[config.mk]
export PLATFORM = sky130hd
export DESIGN_NAME = icr_front_flat
export DESIGN_NICKNAME = d
export VERILOG_FILES = /design/src/rtl/icr_pkg.sv /design/src/rtl/icr_if.sv /design/src/rtl/icr_front.sv /design/src/flat_wrapper.sv
export SDC_FILE = /design/constraint.sdc
export NUM_CORES = 1
export LEC_CHECK = 0
export BUFFER_PORTS_ARGS = -buffer_cell sky130_fd_sc_hd__buf_2
export CAP_MARGIN = 30
export CORE_ASPECT_RATIO = 1.1
export CORE_MARGIN = 2
export CORE_UTILIZATION = 45
export CTS_BUF_LIST = sky130_fd_sc_hd__clkbuf_8
export DETAILED_ROUTE_END_ITERATION = 7
export MAX_ROUTING_LAYER = met4
export PLACE_DENSITY = 0.7
export SYNTH_ARGS = -nofsm -noshare
export SYNTH_HDL_FRONTEND = slang
export SYNTH_SLANG_ARGS = --single-unit
[constraint.sdc]
create_clock -name clk -period 2.74 [get_ports clk]
set_input_delay 0.274 -clock clk [delete_from_list [all_inputs] [get_ports clk]]
set_output_delay 0.274 -clock clk [all_outputs]
set_load 0.005 [all_outputs]
[src/rtl/icr_pkg.sv]
// Package with the shared types, codes and constants of the image chunk reassembler.
package icr_pkg;

  // Default size of the image store in bytes.
  localparam int unsigned BUFFER_BYTES_DEF = 65536;

  // Entries of the queue between the front and the back.
  localparam int unsigned QUEUE_DEPTH = 2;

  // Width of the write position and of the reported image length.
  localparam int unsigned POS_W = 17;

  // Reset value of the idle timeout in milliseconds.
  localparam logic [15:0] TIMEOUT_RESET = 16'd5000;

  typedef logic [1:0] func_t;
  localparam func_t FUNC_HEADER = 2'd0;
  localparam func_t FUNC_DATA   = 2'd1;
  localparam func_t FUNC_TICK   = 2'd2;
  localparam func_t FUNC_READ   = 2'd3;

  typedef logic [2:0] status_t;
  localparam status_t ST_IDLE     = 3'd0;
  localparam status_t ST_HDR_OK   = 3'd1;
  localparam status_t ST_HDR_REJ  = 3'd2;
  localparam status_t ST_STORED   = 3'd3;
  localparam status_t ST_IGNORED  = 3'd4;
  localparam status_t ST_COMPLETE = 3'd5;
  localparam status_t ST_TIMEOUT  = 3'd6;
  localparam status_t ST_READ     = 3'd7;

  // One classified input word as it waits in the queue.
  typedef struct packed {
    func_t       func;
    logic        restart;
    logic [7:0]  chunk_index;
    logic [7:0]  chunk_total;
    logic [7:0]  data_length;
    logic [7:0]  data_byte;
    logic [15:0] read_address;
  } icr_item_t;

  // Result fields known at execution, before the store read data returns.
  typedef struct packed {
    status_t          status;
    logic [POS_W-1:0] image_length;
    logic [7:0]       expected_next;
    logic             assembling;
    logic [15:0]      completed_images;
    logic [15:0]      discarded_images;
  } icr_res_t;

endpackage

[src/rtl/icr_if.sv]
// Valid/ready channel interfaces for the input words and the result words.
interface icr_in_if;
  logic        valid;
  logic        ready;
  logic [1:0]  func;
  logic [7:0]  chunk_index;
  logic [7:0]  chunk_total;
  logic [7:0]  data_length;
  logic [7:0]  data_byte;
  logic [15:0] read_address;

  modport source (
    output valid, func, chunk_index, chunk_total, data_length, data_byte, read_address,
    input  ready
  );
  modport sink (
    input  valid, func, chunk_index, chunk_total, data_length, data_byte, read_address,
    output ready
  );
endinterface


[src/rtl/icr_front.sv]
// Front part: accepts input words, classifies them and queues them for the back.
module icr_front (
  input  logic              clk,
  input  logic              rst_n,
  icr_in_if.sink            in_chan,
  output icr_pkg::icr_item_t q_item,
  output logic              q_valid,
  input  logic              q_pop
);
  import icr_pkg::*;

  localparam int unsigned PTR_W = (QUEUE_DEPTH > 1) ? $clog2(QUEUE_DEPTH) : 1;
  localparam int unsigned CNT_W = $clog2(QUEUE_DEPTH + 1);
  localparam logic [PTR_W-1:0] PTR_LAST = PTR_W'(QUEUE_DEPTH - 1);
  localparam logic [CNT_W-1:0] CNT_FULL = CNT_W'(QUEUE_DEPTH);

  icr_item_t        slot_r [QUEUE_DEPTH];
  icr_item_t        new_item;
  logic [PTR_W-1:0] wr_ptr_r, wr_ptr_nxt;
  logic [PTR_W-1:0] rd_ptr_r, rd_ptr_nxt;
  logic [CNT_W-1:0] count_r, count_nxt;
  logic             push;

  assign in_chan.ready = (count_r != CNT_FULL);
  assign push          = in_chan.valid && in_chan.ready;

  // A header with index zero restarts assembly; flag it here so the back
  // does not have to decode it.
  always_comb begin
    new_item.func         = in_chan.func;
    new_item.restart      = (in_chan.func == FUNC_HEADER) && (in_chan.chunk_index == 8'd0);
    new_item.chunk_index  = in_chan.chunk_index;
    new_item.chunk_total  = in_chan.chunk_total;
    new_item.data_length  = in_chan.data_length;
    new_item.data_byte    = in_chan.data_byte;
    new_item.read_address = in_chan.read_address;
  end

  always_comb begin
    wr_ptr_nxt = wr_ptr_r;
    rd_ptr_nxt = rd_ptr_r;
    count_nxt  = count_r;
    if (push) begin
      wr_ptr_nxt = (wr_ptr_r == PTR_LAST) ? '0 : wr_ptr_r + PTR_W'(1);
    end
    if (q_pop) begin
      rd_ptr_nxt = (rd_ptr_r == PTR_LAST) ? '0 : rd_ptr_r + PTR_W'(1);
    end
    unique case ({push, q_pop})
      2'b10:   count_nxt = count_r + CNT_W'(1);
      2'b01:   count_nxt = count_r - CNT_W'(1);
      default: count_nxt = count_r;
    endcase
  end

  always_ff @(posedge clk) begin
    if (!rst_n) begin
      wr_ptr_r <= '0;
      rd_ptr_r <= '0;
      count_r  <= '0;
    end else begin
      wr_ptr_r <= wr_ptr_nxt;
      rd_ptr_r <= rd_ptr_nxt;
      count_r  <= count_nxt;
    end
  end

  always_ff @(posedge clk) begin
    if (push) begin
      slot_r[wr_ptr_r] <= new_item;
    end
  end

  assign q_valid = (count_r != '0);
  assign q_item  = slot_r[rd_ptr_r];

endmodule

[src/flat_wrapper.sv]
// flat-port wrapper written by rule: the top's interface ports become plain ports
module icr_front_flat import icr_pkg::*;
  (clk, rst_n, q_item, q_valid, q_pop, in_chan_valid, in_chan_func, in_chan_chunk_index, in_chan_chunk_total, in_chan_data_length, in_chan_data_byte, in_chan_read_address, in_chan_ready);
  icr_in_if in_chan_i ();
  input  logic clk;
  input  logic rst_n;
  output icr_pkg::icr_item_t q_item;
  output logic q_valid;
  input  logic q_pop;
  input wire logic [$bits(in_chan_i.valid)-1:0] in_chan_valid;
  input wire logic [$bits(in_chan_i.func)-1:0] in_chan_func;
  input wire logic [$bits(in_chan_i.chunk_index)-1:0] in_chan_chunk_index;
  input wire logic [$bits(in_chan_i.chunk_total)-1:0] in_chan_chunk_total;
  input wire logic [$bits(in_chan_i.data_length)-1:0] in_chan_data_length;
  input wire logic [$bits(in_chan_i.data_byte)-1:0] in_chan_data_byte;
  input wire logic [$bits(in_chan_i.read_address)-1:0] in_chan_read_address;
  output wire logic [$bits(in_chan_i.ready)-1:0] in_chan_ready;
  assign in_chan_i.valid = in_chan_valid;
  assign in_chan_i.func = in_chan_func;
  assign in_chan_i.chunk_index = in_chan_chunk_index;
  assign in_chan_i.chunk_total = in_chan_chunk_total;
  assign in_chan_i.data_length = in_chan_data_length;
  assign in_chan_i.data_byte = in_chan_data_byte;
  assign in_chan_i.read_address = in_chan_read_address;
  assign in_chan_ready = in_chan_i.ready;
  icr_front u_core (.clk(clk), .rst_n(rst_n), .in_chan(in_chan_i), .q_item(q_item), .q_valid(q_valid), .q_pop(q_pop));
endmodule
Word-level counts from Yosys, hierarchy flattened
Memory sizes are Yosys's and may differ from the RTL's. A register that Yosys moved wholly into a read port is not among the register bits.
Index checks and enable logic that the tools add are counted.
{ "totals": {"memories": 1, "ramBits": 102, "input_bits": 54, "elab_cells": 24, "regBits": 4} }
{ "memory_table": {"columns": ["memory", "depth", "word_bits", "rd", "rd_ports_with_merged_regs", "wr", "line_no", "text"], "rows": [
  ["u_core.slot_r", 2, 51, 1, 1, 1, "icr_front.sv:17", "icr_item_t slot_r [QUEUE_DEPTH];"]
]} }
{ "classes": {"reduce_logical": 6, "add_sub_neg": 4, "n_mux": 7, "n_eq_ne": 3} }
{ "ops": {"columns": ["operator", "count"], "rows": [
  ["$logic_not 8->1", 1],
  ["$mux 1", 6],
  ["$pmux 2 s2", 1],
  ["$reduce_bool 2->1", 2],
  ["$add 1x1->1 const B", 2],
  ["$add 2x1->2 const B", 1],
  ["$eq 2x1->1 const B", 1],
  ["$eq 2x2->1 const B", 1],
  ["$logic_and 1x1->1", 2],
  ["$logic_not 2->1", 1],
  ["$ne 2x2->1 const B", 1],
  ["$sub 2x1->2 const B", 1]
]} }

Longest topological paths before layout
Gate-level depths: netlist (run 1).
{ "logic_depth": {"ltp_word": 4, "ltp_mapped": 6, "ltp_nobuf": 6} }

Worst setup path after synthesis (run 1)
No wires, ideal clock.
{ "synth_path": {"path_kind": "reg2reg", "from": "register u_core.count_r[0]", "to": "memory u_core.slot_r[1][0] (netlist bit), enable pin", "setup_time_ns": 0.414, "arrival_ns": 1.851, "setup_slack_ns": 0.475, "path_buffers": 0, "path_stages_with_launch": 3, "cell_sequence": "dfxtp_1 > nand2b_1 > and3_1"} }
{ "synth_between": {"elab_chain_cells": 4} }
{ "synth_lines": {"columns": ["item", "line_no", "text"], "rows": [
  ["start, declared", "icr_front.sv:21", "logic [CNT_W-1:0] count_r, count_nxt;"],
  ["start signal, assigned", "icr_front.sv:64", "count_r <= count_nxt;"],
  ["$ne 2x2->1", "icr_front.sv:24", "assign in_chan.ready = (count_r != CNT_FULL);"],
  ["named net in_chan_ready", "flat_wrapper.sv:17", "output wire logic [$bits(in_chan_i.ready)-1:0] in_chan_ready;"],
  ["$logic_and 1x1->1", "icr_front.sv:25", "assign push = in_chan.valid && in_chan.ready;"],
  ["$mux 1", "icr_front.sv:69", "if (push) begin"],
  ["$mux 1 (implied by the code)", "icr_front.sv:70", "slot_r[wr_ptr_r] <= new_item;"],
  ["end, declared", "icr_front.sv:17", null]
]} }
The timed path passes the listed nets, and every way through them passes these cells.

==> impl_metrics.tcl, run 1 <==
set metrics [dict create \
    outcome "completed" \
    synth_adder_area_share 0.00319 \
    p_clk_frac 0.251 \
    grt_pass1_wl_um 9610 \
    drt_wl_total_um 6340 \
    power_density_nw_per_um2 686 \
    syn_to_final_growth_pct 21.9 \
    cap_violations 0 \
    cts_tree "yes" \
    die_x_um 93.0 \
    finalSetupViolations 0 \
    synth_top_area_frac 0.780 \
    syn_nets 240 \
    die_h_um 102 \
    grt_use_total 0.141 \
    final_layout_size_suffix_gt1_frac 0.592 \
    core_um2 8410 \
    crit_arrival_ns 1.79 \
    synth.mux.area_fraction 0.146 \
    ant_nets 0 \
    crit_path_start_kind "register" \
    dp_slack_ns 0.989 \
    netlist_instances 185 \
    worstSetupEndpointType "primary output" \
    firstDrtPassIters 4 \
    final.setup.worst_slack_ns 0.679 \
    post_cts_resized 0 \
    holdBufCountCts 0 \
    cts_sinks 107 \
    placed_cell_area_um2 4620 \
    syn-cell-area_um2 3930 \
    synth-compound-area-share 0.00765 \
    synth_common_cells "edfxtp_1 (102), mux2_2 (51), buf_2 (5), dfxtp_1 (5), and2_1 (3)" \
    vias_per_cell 4.84 \
    synth_simple_gate_area_share 0.0220 \
    avgSynthCellArea_um2 21.2 \
    p_seq_frac 0.607 \
    switching_share 0.231 \
    fin_skew_ns 0.00756 \
    ys.flop_type "edfxtp_1" \
    max_freq_ghz 0.485 \
    cts_buffers 9 \
    power.switching_w 0.000760 \
    hold_violations 0 \
    first_global_vias 1952 \
    min_period_over_period 0.752 \
    synth_seq_area_share 0.806 \
    worstSkewPairLatency_ns 0.35 \
    io_buffers 106 \
    clk_pin_slew_worst_paths_ns 0.10 \
    start_util 0.467 \
    clock_path_buffers 2 \
    gp_congestion 0.679 \
    n_fill_cell 691 \
    synth-async-reset-ratio 0 \
    critPathRequiredTime_ns 2.47 \
    placed_cells 399 \
    cts_root_buf "clkbuf_8" \
    min_period_ns 2.06 \
    design.die.area_um2 9490 \
    slew_headroom 0.559 \
    synthXorXnorAreaFrac 0.00669 \
    cp_max_fo 51 \
    drcViolationCount 0 \
    wl_per_cell_um 15.3 \
    p_total_w 0.00328 \
    pin_count 107 \
    finalSetupTns_ns 0 \
    ys_types 23 \
    drt_iter0_markers 99 \
    antenna_found_initial 0 \
    num-nets-final 354 \
    hold_class "primary input to register" \
    pwr-share-comb 0.142 \
    grt_overflow 0 \
    ys_ff_latch 107 \
    p_leak_nw 1.77 \
    power.internal_w 0.00252 \
    yosysMostFrequentCell "edfxtp_1" \
    final_area_um2 4780 \
    vias 2009 \
    place_hpwl_um 4200 \
    worstSetupPathType "register to primary output" \
    synth_top_family_by_area "multiplexers" \
    num_rows 35 \
    instances_no_fill 415 \
    vdd_drop_max_v 0.000360 \
    diodes 0 \
    rsz0062_at_grt "false" \
    slew_violations 0 \
    post_cts_buffers 0 \
    synth_top_cell_by_area "edfxtp_1" \
    synth.area.top_cells "edfxtp_1 (78%), mux2_2 (15%), dfxtp_1 (2.6%)" \
    synth_edf_count 102 \
    tightest_slew_ns 0.661 \
    htree_levels 3 \
    grt_max_degree 52 \
    yosysWarnings 0 \
]
[power groups by stage]
stage               Combinational, W  Clock (W)  Sequential [W]
floorplan                   0.000254          0         0.00203
global placement            0.000471          0         0.00202
detailed placement          0.000475          0         0.00203
CTS                         0.000478   0.000857         0.00200
global route                0.000513   0.000928         0.00201
finish                      0.000465   0.000824         0.00199
[through the flow]
| step | hold slack, ns | util |
|---|---|---|
| 2_1_floorplan | 0.373 | - |
| 3_3_place_gp | 0.464 | 0.549 |
| 3_5_place_dp | 0.467 | 0.549 |
| 4_1_cts | 0.0797 | 0.569 |
| 5_1_grt | 0.0746 | 0.569 |
| 6_report | 0.102 | 0.569 |
[routing by layer]
metal	vias to the layer above	track usage	wire, µm
met5	-	-	0
met4	0	0.0611	90
met3	9	0.0280	338
met2	69	0.230	3160
met1	979	0.172	2750
li1	952	-	-
[registers in the layout, indices dropped and copies added (netlist names), named ones only]
register and count:
u_core.wr_ptr_r 1, u_core.rd_ptr_r 1, u_core.count_r 2, u_core.slot_r 102
[layout by cell type, fill, tap and decap left out, types with 2 or more instances in the layout]
cell type  count
buf_2        106
edfxtp_1     102
mux2_2        51
clkbuf_8       9
dfxtp_1        4
and2_1         3
xnor2_1        2
clkinv_1       2
clkinv_4       2
buf_12         2
[area by class of cell]
class / instances / area, µm² / area share
flip-flops and latches: 107 / 3160 / 0.661
multi-input cells: 71 / 731 / 0.153
repair buffers: 109 / 578 / 0.121
well taps: 111 / 139 / 0.0290
clock buffers: 9 / 124 / 0.0259
clock inverters: 7 / 45.0 / 0.00941
inverters: 1 / 3.75 / 0.000785
[kinds of logic (layout without fill, tap and decap cells)]
| group | after synthesis | in the layout |
|---|---|---|
| flip-flops | 107 | 107 |
| multiplexers | 51 | 51 |
| AND/OR/NAND/NOR | 12 | 12 |
| buffers and inverters | 7 | 126 |
| AO/OA/AOI/OAI | 4 | 4 |
| XOR/XNOR | 3 | 3 |
| adder cells (fa/ha/maj) | 1 | 1 |
[worst max-delay path: stages (launching register included)]
cell     delay [ns]
dfxtp_2        0.32
buf_4          0.53
mux2_2         0.43
buf_2          0.13
[final timing paths]
| path | start | slack [ns] | end | cells past startpoint |
|---|---|---|---|---|
| worst max-delay path | register | 0.68 | q_item[23] | 3 |
| worst min-delay path | in_chan_data_length[7] | 0.10 | u_core.slot_r[0][31] | 1 |
| worst max register to register | u_core.count_r[0] | 0.99 | u_core.slot_r[0][18] | 4 |
| worst min register to register | u_core.count_r[1] | 0.52 | u_core.count_r[1] | 2 |
(Power assumes the default switching activity.)
==> run 2, diff against run 1 <==
clock period = 1.9 ns   (was 2.74 ns; I/O delays follow)
==> impl_metrics.tcl, run 2 (same netlist as run 1, synthesis figures left out) <==
set metrics [dict create \
    largest_reg_flops 102 \
    finalSetupTns_ns 0 \
    reg_top3 "u_core.slot_r: 102 flops, u_core.count_r: 2 flops" \
    worstSetupPathType "register to primary output" \
    vdd_drop_max_v 0.000502 \
    post_cts_buffers 0 \
    placed_cells 400 \
    fin_skew_ns 0.00822 \
    regMostFlops "u_core.slot_r" \
    min_period_ns 1.69 \
    worstSkewPairLatency_ns 0.35 \
    cts_sinks 107 \
    slowest_delay_ns 0.39 \
    drt_wl_total_um 6290 \
    p_total_w 0.00477 \
    syn_to_final_growth_pct 26.9 \
    num_rows 35 \
    final.setup.worst_slack_ns 0.214 \
    clock_path_buffers 2 \
    drcViolationCount 0 \
    cts_tree "yes" \
    outcome "completed" \
    dp_slack_ns 0.378 \
    design.die.area_um2 9490 \
    vias 2070 \
    slowest_stage "mux2_2" \
    grt_use_total 0.140 \
    final_area_um2 4980 \
    crit_path_start_kind "register" \
    path_buf_inv 2 \
    final_layout_size_suffix_gt1_frac 0.562 \
    tightest_slew_ns 0.290 \
    max_freq_ghz 0.593 \
    num-nets-final 372 \
    path_delay_family "buffers and inverters" \
    clk_pin_slew_worst_paths_ns 0.09 \
    min_period_over_period 0.887 \
    firstDrtPassIters 4 \
    antenna_found_initial 0 \
    slew_violations 0 \
    finalSetupViolations 0 \
    hold_class "primary input to register" \
    place_hpwl_um 3960 \
    pin_count 107 \
    placed_cell_area_um2 4640 \
    ant_nets 0 \
    vias_per_cell 4.78 \
    first_global_vias 2025 \
    io_buffers 106 \
    diodes 0 \
    start_util 0.467 \
    hold_violations 0 \
    layout_common_cells "buf_2 (106), edfxtp_1 (102), mux2_2 (51)" \
    drt_iter0_markers 58 \
    grt_overflow 0 \
    crit_arrival_ns 1.50 \
    worstSetupEndpointType "primary output" \
    die_h_um 102 \
    rsz0062_at_grt "false" \
    gp_congestion 0.682 \
    grt_max_degree 52 \
    core_um2 8410 \
    holdBufCountCts 7 \
    critPathRequiredTime_ns 1.71 \
    cp_max_fo 51 \
    instances_no_fill 433 \
    p_leak_nw 1.85 \
    wl_per_cell_um 14.5 \
    mostFrequentLayoutCell "buf_2" \
    grt_pass1_wl_um 9480 \
    cts_root_buf "clkbuf_8" \
    cap_violations 0 \
    crit_chain "buf_12 -> mux2_2 -> buf_2" \
    htree_levels 3 \
    die_x_um 93.0 \
    slew_headroom 0.805 \
    cts_buffers 9 \
    power_density_nw_per_um2 958 \
    post_cts_resized 0 \
]
run 2: cell count changes in the layout (fill, tap and decap cells not counted), sizes merged:
cell,change
buf,+1
clkbuf,+1
clkinvlp,+2
dlygate4sd3,+17
clkinv,-3
run 2: layout make-up:
type                       instances  area (µm²)
tap                              111         139
sequential                       107        3160
clock buffer                      10         138
fill                             688        3430
clock inverter                     6        35.0
multi-input combinational         71         731
timing repair buffer             127         768
inverter                           1        7.51
run 2: final timing paths:
| kind | startpoint | end | slack (ns) | cells after the start |
|---|---|---|---|---|
| worst max-delay path | register | q_item[48] | 0.21 | 3 |
| worst min-delay path | in_chan_data_byte[5] | u_core.slot_r[1][21] | 0.02 | 1 |
| worst max register to register | u_core.count_r[0] | u_core.count_r[1] | 0.36 | 5 |
| worst min register to register | u_core.count_r[1] | u_core.count_r[1] | 0.51 | 2 |
run 2: report_power, final:
part | leakage [nW] | internal (W) | switching, W
Combinational | 0.765 | 0.000375 | 0.000332
Clock | 0.0923 | 0.000501 | 0.000692
Sequential | 0.995 | 0.00283 | 0.0000489
Total | 1.85 | 0.00370 | 0.00107
run 2: metrics by stage:
stage / utilization / hold WS, ns
2_1_floorplan: - / 0.289
3_3_place_gp: 0.552 / 0.378
3_5_place_dp: 0.552 / 0.382
4_1_cts: 0.581 / 0.000183
5_1_grt: 0.593 / 0.0000947
6_report: 0.593 / 0.0241
run 2: metal layers:
metal | vias up | part of all wire | track usage
met1 | 1007 | 0.41 | 0.152
met3 | 6 | 0.063 | 0.0465
met4 | 0 | 0.012 | 0.0577
li1 | 991 | - | -
met2 | 66 | 0.52 | 0.238
met5 | - | 0 | -
==> run 3, diff against run 2 <==
PLACE_DENSITY = 0.76   (was 0.7)
==> impl_metrics.tcl, run 3 (same netlist as run 1, synthesis figures left out) <==
set metrics [dict create \
    drt_wl_total_um 6870 \
    vias_per_cell 4.81 \
    gp_congestion 0.734 \
    start_util 0.467 \
    layout_common_cells "buf_2 (106), edfxtp_1 (102), mux2_2 (51)" \
    num-nets-final 373 \
    io_buffers 106 \
    htree_levels 3 \
    slew_violations 0 \
    vdd_drop_max_v 0.000535 \
    design.die.area_um2 9490 \
    cts_root_buf "clkbuf_8" \
    pwr-share-comb 0.148 \
    hold_violations 0 \
    hold_depth 1 \
    final_layout_size_suffix_gt1_frac 0.573 \
    worstSkewPairLatency_ns 0.36 \
    min_period_over_period 0.931 \
    vias 2088 \
    cts_sinks 107 \
    grt_overflow 0 \
    p_seq_frac 0.602 \
    die_x_um 93.0 \
    p_total_w 0.00478 \
    post_cts_resized 0 \
    antenna_found_initial 0 \
    rsz0062_at_grt "false" \
    first_global_vias 2150 \
    worstSetupPathType "register to primary output" \
    crit_chain "buf_4 -> mux2_2 -> buf_2" \
    crit_arrival_ns 1.58 \
    reg_top3 "u_core.slot_r: 102 flops, u_core.count_r: 2 flops" \
    power.switching_w 0.00112 \
    ant_nets 0 \
    ff2ff_setup_slack_ns 0.33 \
    switching_share 0.234 \
    hold_class "primary input to register" \
    regMostFlops "u_core.slot_r" \
    core_um2 8410 \
    slew_headroom 0.726 \
    n_fill_cell 688 \
    crit_path_start_kind "register" \
    place_hpwl_um 4520 \
    cap_violations 0 \
    max_freq_ghz 0.565 \
    diodes 0 \
    cts_tree "yes" \
    grt_max_degree 38 \
    pin_count 107 \
    fin_skew_ns 0.00957 \
    multi_input_area_um2 731 \
    critPathRequiredTime_ns 1.71 \
    power_density_nw_per_um2 964 \
    outcome "completed" \
    p_leak_nw 1.84 \
    min_period_ns 1.77 \
    grt_pass1_wl_um 10100 \
    cts_buffers 9 \
    worstRegToRegCells 5 \
    path_buf_inv 2 \
    num_rows 35 \
    finalSetupTns_ns 0 \
    p_clk_frac 0.250 \
    mostFrequentLayoutCell "buf_2" \
    power.internal_w 0.00366 \
    crit_cells 3 \
    drcViolationCount 0 \
    path_delay_family "buffers and inverters" \
    wl_per_cell_um 15.8 \
    die_h_um 102 \
    clk_pin_slew_worst_paths_ns 0.10 \
    cp_max_fo 30 \
    finalSetupViolations 0 \
    drt_iter0_markers 104 \
    tightest_slew_ns 0.411 \
    slowest_stage "mux2_2" \
    grt_use_total 0.149 \
    largest_reg_flops 102 \
    ff_latch_area_um2 3160 \
    firstDrtPassIters 4 \
    slowest_delay_ns 0.40 \
    clock_path_buffers 2 \
    worstSetupEndpointType "primary output" \
    syn_to_final_growth_pct 26.3 \
]
==> run 3: cell types whose count changed in the layout (fill, tap and decap cells not counted), sizes merged <==
cell / delta
clkinv: +1
clkbuf: -1
buf: +3
dlygate4sd3: -2
clkinvlp: +2
inv: -2
==> run 3: final cells by class <==
cell class,instances,share of cell area
Multi-Input combinational cell,71,0.147
Sequential cell,107,0.638
Clock buffer,9,0.0250
Inverter,1,0.00151
Timing Repair Buffer,128,0.150
Tap cell,111,0.0280
Clock inverter,7,0.00934
==> run 3: per-layer routing <==
layer / vias up / routed length, µm / global-route usage
met3: 8 / 412 / 0.0420
met5: - / 0 / -
met4: 0 / 100 / 0.0679
li1: 990 / - / -
met1: 1015 / 2900 / 0.174
met2: 75 / 3460 / 0.243
==> run 3: repair_timing <==
action | 4_1_cts | 5_1_grt
hold buffers | 7 | 8
endpoints found under the hold margin | 12 | 14
buffers inserted | 0 | 0
==> run 3: path summary, 6_finish.rpt <==
check                                             from              endpoint
worst min register to register       u_core.count_r[1]     u_core.count_r[1]
worst max register to register       u_core.count_r[0]     u_core.count_r[1]
worst max-delay path                          register            q_item[24]
worst min-delay path            in_chan_chunk_total[3]  u_core.slot_r[0][35]
==> run 3: stage by stage <==
| step | hold WS (ns) | utilization | area (µm²) | cells | setup slack [ns] |
|---|---|---|---|---|---|
| 2_1_floorplan | 0.289 | - | 3930 | 185 | 0.0846 |
| 3_3_place_gp | 0.378 | 0.551 | 4640 | 403 | 0.428 |
| 3_5_place_dp | 0.382 | 0.551 | 4640 | 403 | 0.339 |
| 4_1_cts | 0.000865 | 0.580 | 4880 | 426 | 0.0922 |
| 5_1_grt | 0.000174 | 0.590 | 4960 | 434 | 0.0343 |
| 6_report | 0.0226 | 0.590 | 4960 | 434 | 0.130 |
==> run 3: power groups by stage <==
stage	Clock [W]	Sequential, W	Combinational (W)
after floorplan	0	0.00292	0.000370
after global placement	0	0.00292	0.000685
after detailed placement	0	0.00293	0.000692
after CTS	0.00124	0.00288	0.000708
after global routing	0.00133	0.00290	0.000779
final	0.00120	0.00288	0.000707
